<file path="src/rtl/sarld_pkg.sv">
// ----------------------------------------------------------------------------
// sarld_pkg
// Shared types and constants of the stepper axis ramp/limit driver.
// ----------------------------------------------------------------------------
package sarld_pkg;

    localparam int unsigned PHASE_W = 4;
    localparam int unsigned POS_W   = 15;
    localparam int unsigned ACCEL_W = 4;
    localparam int unsigned IDLE_W  = 16;
    localparam int unsigned CMD_W   = 2;
    localparam int unsigned CFG_IDX_W  = 2;
    localparam int unsigned CFG_DATA_W = 16;

    // Item opcodes.
    localparam logic OP_TICK = 1'b0;
    localparam logic OP_LOAD = 1'b1;

    // Move commands; the fourth code is treated as a stop.
    localparam logic [CMD_W-1:0] CMD_STOP = 2'd0;
    localparam logic [CMD_W-1:0] CMD_UP   = 2'd1;
    localparam logic [CMD_W-1:0] CMD_DOWN = 2'd2;

    // Configuration register indexes.
    localparam logic [CFG_IDX_W-1:0] CFG_ACCEL  = 2'd0;
    localparam logic [CFG_IDX_W-1:0] CFG_MAXPOS = 2'd1;
    localparam logic [CFG_IDX_W-1:0] CFG_IDLE   = 2'd2;

    // Reset values.
    localparam logic [ACCEL_W-1:0] ACCEL_RESET  = 4'd3;
    localparam logic [POS_W-1:0]   MAXPOS_RESET = 15'd28900;
    localparam logic [IDLE_W-1:0]  IDLE_RESET   = 16'd455;
    localparam logic [PHASE_W-1:0] PHASE_RESET  = 4'b0001;

    typedef struct packed {
        logic              opcode;
        logic [CMD_W-1:0]  move_cmd;
        logic              axis_enabled;
        logic              calibrate;
        logic [POS_W-1:0]  load_value;
    } t_item;

    typedef struct packed {
        logic [PHASE_W-1:0] phase_bits;
        logic [POS_W-1:0]   position;
        logic               stepped;
        logic               coils_released;
        logic               save_request;
    } t_result;

    typedef struct packed {
        logic                  we;
        logic [CFG_IDX_W-1:0]  index;
        logic [CFG_DATA_W-1:0] data;
    } t_cfg_wr;

endpackage

</file>
<file path="src/rtl/stepper_axis_ramp_limit_driver_core.sv">
// ----------------------------------------------------------------------------
// stepper_axis_ramp_limit_driver_core
// One stepper axis in unipolar wave drive with start-up ramp, soft limits
// and idle release of the coils.
// ----------------------------------------------------------------------------
// Flow: a transaction accepted into the input register is applied to the
// axis when it moves on, and its result enters the result register as it is
// applied, staying on offer there until the consumer takes it.
// Throughput: one transaction per cycle while the consumer takes results;
// the axis state is updated in the same cycle the item leaves the input register.
// Reset: synchronous, active low; clears both pipeline stages and restores
// the configuration and axis state to their power-on values.
// ----------------------------------------------------------------------------
module stepper_axis_ramp_limit_driver_core (
    input  logic        i_clk,
    input  logic        i_rst_n,
    // Configuration write port.
    input  logic        i_cfg_we,
    input  logic [1:0]  i_cfg_index,
    input  logic [15:0] i_cfg_data,
    // Input channel.
    input  logic        i_in_valid,
    output logic        o_in_ready,
    input  logic        i_opcode,
    input  logic [1:0]  i_move_cmd,
    input  logic        i_axis_enabled,
    input  logic        i_calibrate,
    input  logic [14:0] i_load_value,
    // Result channel.
    output logic        o_out_valid,
    input  logic        i_out_ready,
    output logic [3:0]  o_phase_bits,
    output logic [14:0] o_position,
    output logic        o_stepped,
    output logic        o_coils_released,
    output logic        o_save_request
);

    sarld_pkg::t_item   in_item;
    sarld_pkg::t_item   stage_item;
    sarld_pkg::t_result core_result;
    sarld_pkg::t_result out_result;
    sarld_pkg::t_cfg_wr cfg_wr;
    logic               stage_valid;
    logic               advance;
    logic               fire;

    assign in_item.opcode       = i_opcode;
    assign in_item.move_cmd     = i_move_cmd;
    assign in_item.axis_enabled = i_axis_enabled;
    assign in_item.calibrate    = i_calibrate;
    assign in_item.load_value   = i_load_value;

    assign cfg_wr.we    = i_cfg_we;
    assign cfg_wr.index = i_cfg_index;
    assign cfg_wr.data  = i_cfg_data;

    // The input register holds the next item to be applied to the axis. The
    // pipeline moves as a whole: an item is applied to the state exactly when
    // its result is loaded into the result register, so the state never runs
    // ahead of the delivered results.
    sarld_in_stage u_in_stage (
        .i_clk     (i_clk),
        .i_rst_n   (i_rst_n),
        .i_valid   (i_in_valid),
        .o_ready   (o_in_ready),
        .i_item    (in_item),
        .i_advance (advance),
        .o_valid   (stage_valid),
        .o_item    (stage_item)
    );

    assign fire = stage_valid && advance;

    // Ramp, limits, phase rotation and idle release are all resolved in one
    // pass of combinational logic against the registered axis state.
    sarld_axis_core u_axis_core (
        .i_clk    (i_clk),
        .i_rst_n  (i_rst_n),
        .i_cfg    (cfg_wr),
        .i_fire   (fire),
        .i_item   (stage_item),
        .o_result (core_result)
    );

    // The result register separates the consumer from the input side, so a
    // new transaction is taken while an earlier result is still on offer if the
    // input register is empty or the consumer takes that result in the same cycle.
    sarld_out_stage u_out_stage (
        .i_clk     (i_clk),
        .i_rst_n   (i_rst_n),
        .i_valid   (stage_valid),
        .i_result  (core_result),
        .i_ready   (i_out_ready),
        .o_advance (advance),
        .o_valid   (o_out_valid),
        .o_result  (out_result)
    );

    assign o_phase_bits     = out_result.phase_bits;
    assign o_position       = out_result.position;
    assign o_stepped        = out_result.stepped;
    assign o_coils_released = out_result.coils_released;
    assign o_save_request   = out_result.save_request;

    // A driven coil pattern is always a single phase.
    a_phase_onehot : assert property (@(posedge i_clk) disable iff (!i_rst_n)
        o_out_valid |-> $onehot0(o_phase_bits))
        else $error("phase pattern drives more than one coil");

    // Released coils carry no drive.
    a_release_dark : assert property (@(posedge i_clk) disable iff (!i_rst_n)
        (o_out_valid && o_coils_released) |-> (o_phase_bits == 4'd0))
        else $error("coils driven while released");

    // A save is only requested at the moment of release.
    a_save_on_release : assert property (@(posedge i_clk) disable iff (!i_rst_n)
        (o_out_valid && o_save_request) |-> (o_coils_released && !o_stepped))
        else $error("save request without coil release");

    // A step always energizes the coils.
    a_step_drives : assert property (@(posedge i_clk) disable iff (!i_rst_n)
        (o_out_valid && o_stepped) |-> (!o_coils_released && o_phase_bits != 4'd0))
        else $error("step taken with coils released");

endmodule

</file>
<file path="src/rtl/sarld_in_stage.sv">
// ----------------------------------------------------------------------------
// sarld_in_stage
// Input register of the driver: captures one transaction per cycle while its item can move on.
// ----------------------------------------------------------------------------
module sarld_in_stage (
    input  logic           i_clk,
    input  logic           i_rst_n,
    input  logic           i_valid,
    output logic           o_ready,
    input  sarld_pkg::t_item i_item,
    input  logic           i_advance,
    output logic           o_valid,
    output sarld_pkg::t_item o_item
);

    logic             r_valid;
    sarld_pkg::t_item r_item;

    // The stage frees up whenever its item moves on to the result register.
    assign o_ready = !r_valid || i_advance;

    always_ff @(posedge i_clk) begin
        if (!i_rst_n) begin
            r_valid <= 1'b0;
        end else if (o_ready) begin
            r_valid <= i_valid;
        end
    end

    always_ff @(posedge i_clk) begin
        if (o_ready && i_valid) begin
            r_item <= i_item;
        end
    end

    assign o_valid = r_valid;
    assign o_item  = r_item;

endmodule

</file>
<file path="src/rtl/sarld_axis_core.sv">
// ----------------------------------------------------------------------------
// sarld_axis_core
// Axis state, configuration registers and the per-item next-state logic.
// ----------------------------------------------------------------------------
module sarld_axis_core (
    input  logic               i_clk,
    input  logic               i_rst_n,
    input  sarld_pkg::t_cfg_wr i_cfg,
    input  logic               i_fire,
    input  sarld_pkg::t_item   i_item,
    output sarld_pkg::t_result o_result
);

    logic [sarld_pkg::ACCEL_W-1:0] r_accel;
    logic [sarld_pkg::POS_W-1:0]   r_max_pos;
    logic [sarld_pkg::IDLE_W-1:0]  r_idle_ticks;

    logic [sarld_pkg::PHASE_W-1:0] r_phase,      n_phase;
    logic [sarld_pkg::POS_W-1:0]   r_pos,        n_pos;
    logic [sarld_pkg::ACCEL_W-1:0] r_ramp_start, n_ramp_start;
    logic [sarld_pkg::ACCEL_W-1:0] r_ramp_wait,  n_ramp_wait;
    logic [sarld_pkg::IDLE_W-1:0]  r_idle_cnt,   n_idle_cnt;
    logic                          r_armed,      n_armed;
    logic                          r_released,   n_released;
    logic [sarld_pkg::POS_W-1:0]   r_saved,      n_saved;

    logic                          stepped;
    logic                          consumed;
    logic                          save;
    logic [sarld_pkg::IDLE_W-1:0]  idle_inc;
    logic [sarld_pkg::ACCEL_W-1:0] ramp_dec;

    // Configuration writes.
    always_ff @(posedge i_clk) begin
        if (!i_rst_n) begin
            r_accel      <= sarld_pkg::ACCEL_RESET;
            r_max_pos    <= sarld_pkg::MAXPOS_RESET;
            r_idle_ticks <= sarld_pkg::IDLE_RESET;
        end else if (i_cfg.we) begin
            case (i_cfg.index)
                sarld_pkg::CFG_ACCEL:  r_accel      <= i_cfg.data[sarld_pkg::ACCEL_W-1:0];
                sarld_pkg::CFG_MAXPOS: r_max_pos    <= i_cfg.data[sarld_pkg::POS_W-1:0];
                sarld_pkg::CFG_IDLE:   r_idle_ticks <= i_cfg.data[sarld_pkg::IDLE_W-1:0];
                default: ;
            endcase
        end
    end

    assign idle_inc = r_idle_cnt + 16'd1;
    assign ramp_dec = r_ramp_start - 4'd1;

    always_comb begin
        n_phase      = r_phase;
        n_pos        = r_pos;
        n_ramp_start = r_ramp_start;
        n_ramp_wait  = r_ramp_wait;
        n_idle_cnt   = r_idle_cnt;
        n_armed      = r_armed;
        n_released   = r_released;
        n_saved      = r_saved;
        stepped      = 1'b0;
        consumed     = 1'b0;
        save         = 1'b0;

        if (i_fire) begin
            if (i_item.opcode == sarld_pkg::OP_LOAD) begin
                n_pos   = i_item.load_value;
                n_saved = i_item.load_value;
            end else begin
                if (i_item.move_cmd != sarld_pkg::CMD_UP &&
                    i_item.move_cmd != sarld_pkg::CMD_DOWN) begin
                    // Stop restarts the ramp from the configured count.
                    n_ramp_start = r_accel;
                    n_ramp_wait  = '0;
                end else if (i_item.axis_enabled) begin
                    if (r_ramp_wait != '0) begin
                        n_ramp_wait = r_ramp_wait - 4'd1;
                        consumed    = 1'b1;
                    end else begin
                        if (i_item.move_cmd == sarld_pkg::CMD_UP) begin
                            if (i_item.calibrate || r_pos < r_max_pos) begin
                                n_pos   = i_item.calibrate ? 15'd1 : r_pos + 15'd1;
                                n_phase = {r_phase[2:0], r_phase[3]};
                                stepped = 1'b1;
                            end
                        end else begin
                            if (i_item.calibrate || r_pos != '0) begin
                                n_pos   = i_item.calibrate ? 15'd0 : r_pos - 15'd1;
                                n_phase = {r_phase[0], r_phase[3:1]};
                                stepped = 1'b1;
                            end
                        end
                        if (r_ramp_start != '0) begin
                            n_ramp_start = ramp_dec;
                            n_ramp_wait  = ramp_dec;
                        end
                        consumed = stepped;
                    end
                end

                if (stepped) begin
                    n_released = 1'b0;
                end

                if (consumed) begin
                    n_armed    = 1'b1;
                    n_idle_cnt = '0;
                end else if (r_armed) begin
                    n_idle_cnt = idle_inc;
                    if (idle_inc >= r_idle_ticks) begin
                        n_armed    = 1'b0;
                        n_idle_cnt = '0;
                        n_released = 1'b1;
                        save       = (n_pos != r_saved);
                        n_saved    = n_pos;
                    end
                end
            end
        end
    end

    always_ff @(posedge i_clk) begin
        if (!i_rst_n) begin
            r_phase      <= sarld_pkg::PHASE_RESET;
            r_pos        <= '0;
            r_ramp_start <= sarld_pkg::ACCEL_RESET;
            r_ramp_wait  <= '0;
            r_idle_cnt   <= '0;
            r_armed      <= 1'b0;
            r_released   <= 1'b1;
            r_saved      <= '0;
        end else begin
            r_phase      <= n_phase;
            r_pos        <= n_pos;
            r_ramp_start <= n_ramp_start;
            r_ramp_wait  <= n_ramp_wait;
            r_idle_cnt   <= n_idle_cnt;
            r_armed      <= n_armed;
            r_released   <= n_released;
            r_saved      <= n_saved;
        end
    end

    assign o_result.phase_bits     = n_released ? '0 : n_phase;
    assign o_result.position       = n_pos;
    assign o_result.stepped        = stepped;
    assign o_result.coils_released = n_released;
    assign o_result.save_request   = save;

endmodule

</file>
<file path="src/rtl/sarld_out_stage.sv">
// ----------------------------------------------------------------------------
// sarld_out_stage
// Result register: holds a finished result until the consumer takes it.
// ----------------------------------------------------------------------------
module sarld_out_stage (
    input  logic               i_clk,
    input  logic               i_rst_n,
    input  logic               i_valid,
    input  sarld_pkg::t_result i_result,
    input  logic               i_ready,
    output logic               o_advance,
    output logic               o_valid,
    output sarld_pkg::t_result o_result
);

    logic               r_valid;
    sarld_pkg::t_result r_result;

    // The register can load when it is empty or its content leaves now.
    assign o_advance = !r_valid || i_ready;

    always_ff @(posedge i_clk) begin
        if (!i_rst_n) begin
            r_valid <= 1'b0;
        end else if (o_advance) begin
            r_valid <= i_valid;
        end
    end

    always_ff @(posedge i_clk) begin
        if (o_advance && i_valid) begin
            r_result <= i_result;
        end
    end

    assign o_valid  = r_valid;
    assign o_result = r_result;

endmodule

</file>
<file path="config.mk">
export PLATFORM = sky130hd
export DESIGN_NAME = stepper_axis_ramp_limit_driver_core
export DESIGN_NICKNAME = d
export VERILOG_FILES = /design/src/rtl/sarld_pkg.sv /design/src/rtl/stepper_axis_ramp_limit_driver_core.sv /design/src/rtl/sarld_in_stage.sv /design/src/rtl/sarld_axis_core.sv /design/src/rtl/sarld_out_stage.sv
export SDC_FILE = /design/constraint.sdc
export NUM_CORES = 1
export LEC_CHECK = 0
export BUFFER_PORTS_ARGS = -buffer_cell sky130_fd_sc_hd__buf_2
export CAP_MARGIN = 20
export CORE_ASPECT_RATIO = 1.1
export CORE_UTILIZATION = 61
export CTS_CLUSTER_SIZE = 16
export DETAILED_ROUTE_END_ITERATION = 12
export PLACE_DENSITY = 0.88
export SYNTH_ARGS = -nofsm -noshare
export SYNTH_HDL_FRONTEND = slang
export SYNTH_HIERARCHICAL = 1
export SYNTH_SLANG_ARGS = --single-unit
</file>
<file path="constraint.sdc">
create_clock -name i_clk -period 4.35 [get_ports i_clk]
set_clock_uncertainty 0.1 [all_clocks]
set_input_delay 0.87 -clock i_clk [delete_from_list [all_inputs] [get_ports i_clk]]
set_output_delay 0.87 -clock i_clk [all_outputs]
set_load 0.01 [all_outputs]
</file>
==> results.json, run 1 <==
{
  "final_cells": 1165,
  "path_cells": "nand3_1 > nor2_1 > nand3_1 > nor2_1 > nand3_1 > or2_2 > nand2_1 > ha_1 > a21o_1 > a21o_1 > a21oi_1 > o21ai_0 > a21oi_1 > or4b_4 > a21oi_2 > a21o_1",
  "place.gp.congestion": 1.03,
  "drt_iter0_markers": 869,
  "synth_xor_area_share_pct": 1.39,
  "route.detailed.drc": 0,
  "root_buffer": "clkbuf_16",
  "ir_drop_v": 0.000287,
  "clkTransAtPathRegs_ns": 0.06,
  "fin_crit_sh_pct": 90.7,
  "fmax_mhz": 254,
  "grt_max_degree": 50,
  "vias": 7600,
  "place_ws_ns": 0.451,
  "worst_pin_slew_ns": 0.784,
  "tns_ns": 0,
  "ios": 67,
  "ys.flop_type": "dfxtp_1",
  "crit_path_max_incr_delay_ns": 0.66,
  "fin_hold_ws_ns": 0.355,
  "drv_slew": 0,
  "ys_ff_latch": 139,
  "die_w_um": 113,
  "grtUsageTotal_pct": 34.9,
  "critPathLaunchType": "flip-flop",
  "power_density_mw_per_mm2": 370,
  "area_growth_pct": 13.4,
  "postSynth.asyncResetShare_pct": 0,
  "layout_setup_ws_ns": 0.406,
  "cp.required_ns": 4.63,
  "p_total_mw": 3.45,
  "outcome": "finished, final reports clean",
  "grt_antenna_before_repair": 1,
  "coreArea_mm2": 0.0132,
  "synth-edff-count": 42,
  "cts_setup_buffers": 0,
  "grt_pass1_vias": 7231,
  "cts_buffer_depth": 2,
  "finalWirelength_um": 23400,
  "cp-end-kind": "flip-flop",
  "leakage_nw": 3.85,
  "start_util_pct": 62.4,
  "io_buffers": 66,
  "slew_headroom_pct": 47.7,
  "die_h_um": 124,
  "setup_viol": 0,
  "numClockSinks": 139,
  "yosysWarnings": 6,
  "avgSynthCellArea_um2": 8.82,
  "hold_violations": 0,
  "gr-total-overflow": 0,
  "insertion_delay_ns": 0.43,
  "worstPathArrival_ns": 4.22,
  "syn_nets": 1011,
  "postLayoutCellArea_mm2": 0.00931,
  "post-route-min-period_ns": 3.94,
  "cts_tree": "done",
  "first_pass_iters": 6,
  "critPathSlowestCell": "or4b_4",
  "layout-drive-gt1-share_pct": 18.9,
  "nNetsFinal": 1072,
  "synth-compound-area-share_pct": 20.6,
  "synth_area_mm2": 0.00820,
  "place_hpwl_um": 16100,
  "num_rows": 44,
  "antenna_cells": 0,
  "synth-seq-area-share_pct": 39.0,
  "critPathKind": "flip-flop to flip-flop",
  "synth_mux_area_share_pct": 5.25,
  "post_drt_wl_per_cell_um": 20.1,
  "final_common_cell": "nand2_1",
  "grt_pass1_wl_um": 37100,
  "synth_top_family_by_area": "simple AND/OR/NAND/NOR gates",
  "dp.cells": 1133,
  "min_path_type": "flip-flop to flip-flop",
  "synth_cell_types": 93,
  "synthSimpleGateAreaFrac_pct": 22.4,
  "final_antenna_net_count": 0,
  "dieArea_mm2": 0.0139,
  "h-tree-depth": 4,
  "final_util_pct": 70.7,
  "crit_fanout": 10,
  "rsz0062_at_grt": "false",
  "netlist_instances": 930,
  "synth-adder-area-share_pct": 5.80,
  "most-common-layout-cells": "nand2_1 (117), dfxtp_1 (97), nor2_1 (79)",
  "maxCapViolCount": 0,
  "post_dp_cell_area_mm2": 0.00870,
  "vias_per_cell": 6.52,
  "cts_buffers": 17
}
-- timing repair --
action                                  CTS  global route
endpoints found under the setup margin    0             6
gates resized for setup                   0             1
hold buffers                              0             0
-- logic make-up (layout without fill, tap and decap cells) --
| kind of cell | count (synthesis) | after routing |
|---|---|---|
| AO/OA/AOI/OAI | 229 | 229 |
| XOR/XNOR | 13 | 13 |
| adder cells (fa/ha/maj) | 38 | 38 |
| buffers and inverters | 106 | 180 |
| flip-flops | 139 | 139 |
| multiplexers | 41 | 41 |
| AND/OR/NAND/NOR | 364 | 364 |
-- Yosys cell counts, types with 8 or more instances --
| cell type | n | share of area, % |
|---|---|---|
| ha_1 | 38 | 5.8 |
| a211oi_1 | 9 | 0.82 |
| nor3_1 | 20 | 1.2 |
| and3_1 | 11 | 0.84 |
| o211ai_1 | 23 | 2.1 |
| buf_2 | 11 | 0.67 |
| nand2b_1 | 15 | 1.1 |
| nor2_1 | 79 | 3.6 |
| a21o_1 | 20 | 1.8 |
| a21oi_2 | 11 | 1.2 |
| clkbuf_1 | 32 | 1.5 |
| and2_1 | 20 | 1.5 |
| nand2_1 | 117 | 5.4 |
| xnor2_1 | 9 | 0.96 |
| dfxtp_1 | 97 | 24 |
| nor4_1 | 10 | 0.76 |
| nand3_1 | 19 | 1.2 |
| mux2_2 | 16 | 2.2 |
| o21ai_0 | 31 | 1.9 |
| mux2i_1 | 25 | 3.1 |
| a21oi_1 | 49 | 3.0 |
| inv_1 | 52 | 2.4 |
| nor2b_1 | 8 | 0.61 |
| or2_2 | 9 | 0.69 |
| edfxtp_1 | 42 | 15 |
| nand4_1 | 14 | 1.1 |
-- report_power, final --
part | total [mW] | leakage, nW | internal, mW | switching (mW)
combinational | 0.533 | 2.36 | 0.200 | 0.333
clock | 1.48 | 0.295 | 0.900 | 0.584
sequential | 1.43 | 1.19 | 1.39 | 0.0383
total | 3.45 | 3.85 | 2.49 | 0.955
-- routing by layer --
layer | part of all wire [%] | vias to the layer above | global-route usage [%] | wire length [um]
met3 | 9.2 | 121 | 8.56 | 2160
met1 | 39 | 3556 | 41.1 | 9060
met5 | 0 | - | 0 | 0
met2 | 47 | 426 | 58.7 | 11000
li1 | - | 3497 | - | -
met4 | 5.1 | 0 | 19.4 | 1190
-- final cells by class --
class	count	area, um2
multi-input cells	685	4560
inverters	54	203
fillers	963	3850
flip-flops and latches	139	3200
clock inverters	15	170
clock buffers	17	425
well taps	161	201
repair buffers	94	541
-- state kept, by name, summed over array words and instances, names as in the netlist --
name / count
u_in_stage/o_valid: 1
u_axis_core/r_accel: 4
u_out_stage/o_result: 22
u_axis_core/r_armed: 1
u_out_stage/o_valid: 1
u_axis_core/r_pos: 15
u_axis_core/r_max_pos: 15
u_axis_core/r_ramp_wait: 4
u_axis_core/r_released: 1
u_axis_core/r_phase: 4
u_axis_core/r_idle_cnt: 16
u_axis_core/r_ramp_start: 4
u_in_stage/o_item: 20
u_axis_core/r_idle_ticks: 16
u_axis_core/r_saved: 15
-- worst paths after layout --
kind / startpoint / to / slack, ns / depth (start not counted)
worst min-delay path: u_axis_core/r_idle_ticks[13] / u_axis_core/r_idle_ticks[13] / 0.35 / 2
worst max-delay path: u_axis_core/r_idle_cnt[0] / u_axis_core/r_idle_cnt[3] / 0.41 / 16
worst min register to register: u_axis_core/r_idle_ticks[13] / u_axis_core/r_idle_ticks[13] / 0.35 / 2
worst max register to register: u_axis_core/r_idle_cnt[0] / u_axis_core/r_idle_cnt[3] / 0.41 / 16
-- critical path, delay by kind of cell (launching register included) --
family | cells | cell delay (ns)
and+or+nand+nor | 8 | 1.91
adders and majority gates | 1 | 0.25
AOI/OAI and AO/OA | 7 | 1.19
DFF | 1 | 0.41
No activity file was read; power rests on OpenSTA's default activity.
==> run 2: changes to the inputs <==
--- a/config.mk
+++ b/config.mk
@@ -16,3 +16,2 @@
 export SYNTH_HDL_FRONTEND = slang
-export SYNTH_HIERARCHICAL = 1
 export SYNTH_SLANG_ARGS = --single-unit
==> constraint.sdc (replaced) <==
create_clock -name i_clk -period 4.35 [get_ports i_clk]
set_clock_uncertainty 0.1 [all_clocks]
set_input_delay 0.435 -clock i_clk [delete_from_list [all_inputs] [get_ports i_clk]]
set_output_delay 0.435 -clock i_clk [all_outputs]
set_load 0.01 [all_outputs]
==> run 2 against run 1 <==
The flow now finishes with violations (DRC). Sequential power is essentially flat. Critical path depth grew 1. First-iteration DRC count down 3.8%. Die area decreased by 0.65%. Synthesized area shrank 0.66%. Synthesized cell count up 0.75%. Utilization rose by 1.1 points. Total power is 2.8% lower. Via count shrank 0.42%. Sequential cell count unchanged. Global-route usage is 1.7 points lower.
==> results.json, run 2 <==
{
  "outcome": "finished with violations",
  "synth_area_leader_cell": "dfxtp_1",
  "largest_reg_flops": 22,
  "numClockSinks": 139,
  "cts_tree": "done",
  "post-route-min-period_ns": 4.09,
  "postLayoutCellArea_mm2": 0.00920,
  "dieArea_mm2": 0.0138,
  "insertion_delay_ns": 0.43,
  "avgSynthCellArea_um2": 8.70,
  "ys.flop_type": "dfxtp_1",
  "power_density_mw_per_mm2": 364,
  "ios": 67,
  "grt_pass1_wl_um": 35400,
  "violations": "DRC",
  "p_total_mw": 3.35,
  "grtUsageMet2_pct": 56.5,
  "critPathKind": "flip-flop to flip-flop",
  "grt_max_degree": 51,
  "post-synth-top-count-cell": "nand2_1",
  "top_usage_layer": "met2",
  "rsz0062_at_grt": "false",
  "maxCapViolCount": 0,
  "syn_nets": 1019,
  "synth_area_mm2": 0.00815,
  "first_pass_iters": 10,
  "root_buffer": "clkbuf_16",
  "layout_setup_ws_ns": 0.259,
  "ir_drop_v": 0.000248,
  "drt_iter0_markers": 836,
  "post_drt_wl_per_cell_um": 18.8,
  "leakage_nw": 3.96,
  "multi_input_area_mm2": 0.00451,
  "r2r_cells": 17,
  "seq_area_mm2": 0.00320,
  "synth-edff-count": 42,
  "crit_fanout": 8,
  "critPathLaunchType": "flip-flop",
  "postSynth.asyncResetShare_pct": 0,
  "crit_path_max_incr_delay_ns": 0.37,
  "io_buffers": 66,
  "yosysTopAreaCellShare_pct": 23.8,
  "final_common_cell": "nand2_1",
  "nNetsFinal": 1075,
  "grtUsageTotal_pct": 33.2,
  "min_path_type": "input port to flip-flop",
  "cts_setup_buffers": 0,
  "tns_ns": 0,
  "num_rows": 43,
  "place.gp.congestion": 0.962,
  "place_ws_ns": 0.217,
  "antenna_cells": 0,
  "worst_pin_slew_ns": 0.982,
  "yosysWarnings": 0,
  "layout-drive-gt1-share_pct": 15.4,
  "synth_cell_types": 87,
  "vias_per_cell": 6.51,
  "hold_violations": 0,
  "vias": 7568,
  "netlist_instances": 937,
  "finalWirelength_um": 21900,
  "die_w_um": 112,
  "h-tree-depth": 4,
  "met3_usage_pct": 6.67,
  "setup_viol": 0,
  "slew_headroom_pct": 34.6,
  "ys_ff_latch": 139,
  "grt_antenna_before_repair": 0,
  "cts_buffers": 17,
  "cp-end-kind": "flip-flop",
  "synth-seq-area-share_pct": 39.3,
  "fin_crit_sh_pct": 94.0,
  "post_dp_cell_area_mm2": 0.00862,
  "area_growth_pct": 12.9,
  "start_util_pct": 63.7,
  "drv_slew": 0,
  "worstPathArrival_ns": 4.23,
  "synth.area.top_cells": "dfxtp_1 (24%), edfxtp_1 (15%), ha_1 (6.0%)",
  "hold_depth": 1,
  "most-common-layout-cells": "nand2_1 (118), dfxtp_1 (96), a21oi_1 (67)",
  "die_h_um": 123,
  "gr-total-overflow": 0,
  "fmax_mhz": 244,
  "met1_usage_pct": 39.0,
  "grt_pass1_vias": 7271,
  "route.detailed.drc": 2,
  "coreArea_mm2": 0.0128,
  "critPathSlowestCell": "dfxtp_1",
  "final_antenna_net_count": 0,
  "ys_top_cells_by_count": "nand2_1 (118), dfxtp_1 (97), a21oi_1 (67)",
  "n_fill_cell": 917,
  "cp.required_ns": 4.49,
  "fin_hold_ws_ns": 0.0849,
  "place_hpwl_um": 15400,
  "cts_buffer_depth": 2,
  "path_cells": "ha_1 > nand3_1 > nor3_2 > and3_1 > and3_1 > nand3_1 > xnor2_1 > ha_1 > a21o_1 > a211o_1 > nor2_1 > o211ai_1 > o221ai_1 > buf_4 > nor2_1 > a22o_1 > nor4_2",
  "clkTransAtPathRegs_ns": 0.06
}
run 2: changes by cell type in the layout (fill, tap and decap cells not counted), sizes merged, moves of 4 or more:
cell	before	now
a41oi	4	0
a2bb2oi	0	4
nor2	79	67
or3	8	15
a21oi	61	69
or4	8	3
or2	10	4
o22ai	7	2
nand2b	17	22
clkbuf	17	21
buf	94	90
a31oi	6	2
run 2: where the power goes:
group	switching (mW)	leakage (nW)	internal (mW)	total, mW
Combinational	0.317	2.49	0.195	0.512
Sequential	0.0382	1.19	1.39	1.43
Clock	0.521	0.281	0.888	1.41
Total	0.876	3.96	2.47	3.35
run 2: layout make-up:
class	count	share of cell area (%)
Sequential cell	139	34.8
Timing Repair Buffer	90	5.59
Multi-Input combinational cell	688	49.0
Inverter	57	2.33
Clock inverter	11	1.37
Clock buffer	21	4.79
Tap cell	157	2.13
run 2: what timing repair did:
action | 4_1_cts | 5_1_grt
hold endpoints to repair | 0 | 0
endpoints found under the setup margin | 0 | 17
hold buffers | 0 | 0
gates resized for setup | 0 | 4
run 2: path summary, 6_finish.rpt:
kind,start,endpoint,slack (ns)
setup / recovery,u_axis_core.r_idle_cnt[1],u_out_stage.o_result[20],0.26
hold / removal,i_move_cmd[0],u_in_stage.o_item[17],0.08
setup reg to reg,u_axis_core.r_idle_cnt[1],u_out_stage.o_result[20],0.26
hold reg to reg,u_axis_core.r_idle_ticks[4],u_axis_core.r_idle_ticks[4],0.35
run 2: cell families (layout without fill, tap and decap cells):
| kind of cell | count (synthesis) | after routing | share of synthesized area [%] |
|---|---|---|---|
| DFF | 139 | 139 | 39.3 |
| xor gates and xnor gates | 14 | 14 | 1.50 |
| AOI/OAI and AO/OA | 237 | 237 | 20.0 |
| muxes | 42 | 42 | 5.39 |
| and+or+nand+nor | 356 | 356 | 22.3 |
| buffers and inverters | 110 | 179 | 5.56 |
| adders and majority gates | 39 | 39 | 5.99 |
run 2: through the flow:
step           cells  util (%)
3_5_place_dp    1131      67.3
3_3_place_gp    1131      67.3
5_1_grt         1163      71.9
4_1_cts         1163      71.7
2_1_floorplan    937         -
6_report        1163      71.9
run 2: worst max-delay path, delay by kind of cell, from the launching register on:
kind | cells | cell delay (ns)
compound gates | 5 | 1.03
xor+xnor | 1 | 0.22
fa+ha+maj | 2 | 0.53
buf+inv | 1 | 0.20
flops | 1 | 0.37
simple gates | 8 | 1.45
run 2: routing by layer:
metal	wire [um]	up-vias
met1	8560	3575
met5	0	-
li1	-	3518
met3	1720	88
met2	10500	387
met4	1050	0
==> run 3: changes to the inputs <==
CORE_UTILIZATION = 34   (was 61)
PLACE_DENSITY = 0.57   (was 0.88)
RECOVER_POWER = 25   (was not set)
SYNTH_HIERARCHICAL = 1   (was not set)
==> run 3 against run 2 <==
The flow finishes with violations (capacitance limit, slew limit). Total power grew 1.9%. Setup slack gained 0.21 ns. Routed wire length grew 9.5%. Sequential power is essentially flat. Combinational power grew 4%. Critical path depth shrank 1. Clock power grew 3%. Via count shrank 5.8%. Largest cell class unchanged.
==> results.json, run 3 (synthesis results as in run 1) <==
{
  "layout_setup_ws_ns": 0.467,
  "sw_frac_of_total_pct": 29.0,
  "largest_reg_flops": 22,
  "cts_tree": "done",
  "fin_hold_ws_ns": 0.0792,
  "p_total_mw": 3.41,
  "start_util_pct": 34.6,
  "post_drt_wl_per_cell_um": 18.2,
  "r2r_setup_slack_ns": 0.47,
  "layout-drive-gt1-share_pct": 19.0,
  "gr-total-overflow": 0,
  "area_growth_pct": 16.0,
  "critPathKind": "flip-flop to flip-flop",
  "cp.required_ns": 4.57,
  "grt_pass1_wl_um": 38100,
  "min_path_type": "input port to flip-flop",
  "clkPwrFrac_pct": 42.6,
  "slew_headroom_pct": -77.1,
  "most-common-layout-cells": "nand2_1 (117), dfxtp_1 (97), nor2_1 (79)",
  "postLayoutCellArea_mm2": 0.00951,
  "grt_pass1_vias": 6880,
  "seq_power_share_pct": 41.9,
  "ctsResizeCount": 0,
  "h-tree-depth": 4,
  "first_pass_iters": 5,
  "drv_slew": 114,
  "place_hpwl_um": 17400,
  "cts_setup_buffers": 0,
  "critPathLaunchType": "flip-flop",
  "cp-end-kind": "flip-flop",
  "cts_buffers": 17,
  "grt_antenna_before_repair": 1,
  "die_h_um": 165,
  "vias_per_cell": 5.41,
  "r2r_cells": 16,
  "ir_drop_v": 0.000275,
  "p_comb_share_pct": 15.5,
  "insertion_delay_ns": 0.43,
  "cts_hold_buf": 0,
  "ios": 67,
  "vias": 7127,
  "dp.cells": 1285,
  "setup_viol": 0,
  "n_fill_cell": 2388,
  "drt_iter0_markers": 541,
  "fmax_mhz": 258,
  "coreArea_mm2": 0.0237,
  "critPathSlowestCell": "dfxtp_1",
  "route.detailed.drc": 0,
  "nNetsFinal": 1080,
  "place.gp.congestion": 0.939,
  "path_cells": "ha_1 > nand3_1 > nor3_1 > and3_1 > nand3_1 > xnor2_1 > ha_1 > a21o_1 > a21o_1 > a21oi_1 > o21ai_0 > a21oi_1 > nor3_1 > buf_4 > o21bai_1 > or2_2",
  "post-route-min-period_ns": 3.88,
  "violations": "capacitance limit, slew limit",
  "min_from": "i_load_value[6]",
  "leakage_nw": 3.86,
  "p_int_mw": 2.43,
  "r2r-start": "u_axis_core/r_idle_cnt[0]",
  "final_cells": 1318,
  "hold_violations": 0,
  "outcome": "finished with violations",
  "die_w_um": 150,
  "root_buffer": "clkbuf_16",
  "tns_ns": 0,
  "finalWirelength_um": 23900,
  "min_to": "u_in_stage/o_item[6]",
  "crit_fanout": 6,
  "grt_max_degree": 51,
  "final_antenna_net_count": 0,
  "clkTransAtPathRegs_ns": 0.07,
  "hold_depth": 1,
  "final_util_pct": 40.1,
  "final_common_cell": "nand2_1",
  "worstPathArrival_ns": 4.10,
  "p_sw_mw": 0.989,
  "post_dp_cell_area_mm2": 0.00894,
  "dieArea_mm2": 0.0248,
  "crit_path_max_incr_delay_ns": 0.40,
  "place_ws_ns": 0.526,
  "num_rows": 59,
  "numClockSinks": 139,
  "maxCapViolCount": 3,
  "r2r_end": "u_axis_core/r_released",
  "fin_crit_sh_pct": 89.3,
  "power_density_mw_per_mm2": 359,
  "io_buffers": 66,
  "grtUsageTotal_pct": 20.3,
  "worst_pin_slew_ns": 2.66,
  "cts_buffer_depth": 2,
  "rsz0062_at_grt": "false"
}
==> run 3: changes by cell type in the layout (fill, tap and decap cells not counted), sizes merged, moves of 5 or more <==
cell | previous run | this run
o22ai | 2 | 7
inv | 55 | 62
a21oi | 69 | 61
or4 | 3 | 8
or3 | 15 | 8
or2 | 4 | 10
buf | 90 | 99
clkinv | 10 | 3
nor2 | 67 | 79
nand2b | 22 | 17
==> run 3: critical path, delay by kind of cell (launching register included) <==
kind | cells | cell delay, ns
xor+xnor | 1 | 0.17
buf+inv | 1 | 0.19
fa+ha+maj | 2 | 0.41
flops | 1 | 0.40
compound gates | 6 | 1.15
simple gates | 6 | 1.34
==> run 3: worst max path at each step <==
stage                         startpoint                         end  slack (ns)  depth (start not counted)
5_1_grt        u_axis_core/r_idle_cnt[0]      u_axis_core/r_released        0.09                         17
2_1_floorplan  u_axis_core/r_idle_cnt[0]  u_axis_core/r_idle_cnt[10]        1.04                         17
4_1_cts        u_axis_core/r_idle_cnt[0]   u_axis_core/r_idle_cnt[6]        0.51                         15
6_report       u_axis_core/r_idle_cnt[0]      u_axis_core/r_released        0.47                         16
3_3_place_gp   u_axis_core/r_idle_cnt[0]   u_axis_core/r_idle_cnt[2]        0.62                         15
3_5_place_dp   u_axis_core/r_idle_cnt[0]      u_axis_core/r_released        0.53                         16
==> run 3: power groups by stage <==
stage	logic, mW	registers [mW]	clock network (mW)
6_report	0.531	1.43	1.45
5_1_grt	0.579	1.44	1.54
4_1_cts	0.527	1.43	1.49
3_5_place_dp	0.523	1.46	0
3_3_place_gp	0.523	1.46	0
2_1_floorplan	0.354	1.45	0
==> run 3: metal layers <==
layer	vias up	share of wire, %	global-route usage (%)
met2	193	46	33.3
met4	0	3.0	8.40
met5	-	0	0
li1	3522	-	-
met1	3370	46	26.1
met3	42	5.1	3.92
==> run 3: cell type report <==
class	instances	area [um2]	share of cell area [%]
Sequential cell	139	3200	33.7
Clock inverter	11	92.6	0.973
Tap cell	305	382	4.01
Inverter	54	203	2.13
Multi-Input combinational cell	685	4550	47.8
Timing Repair Buffer	102	592	6.22
Antenna cell	1	2.50	0.0263
Clock buffer	21	493	5.18
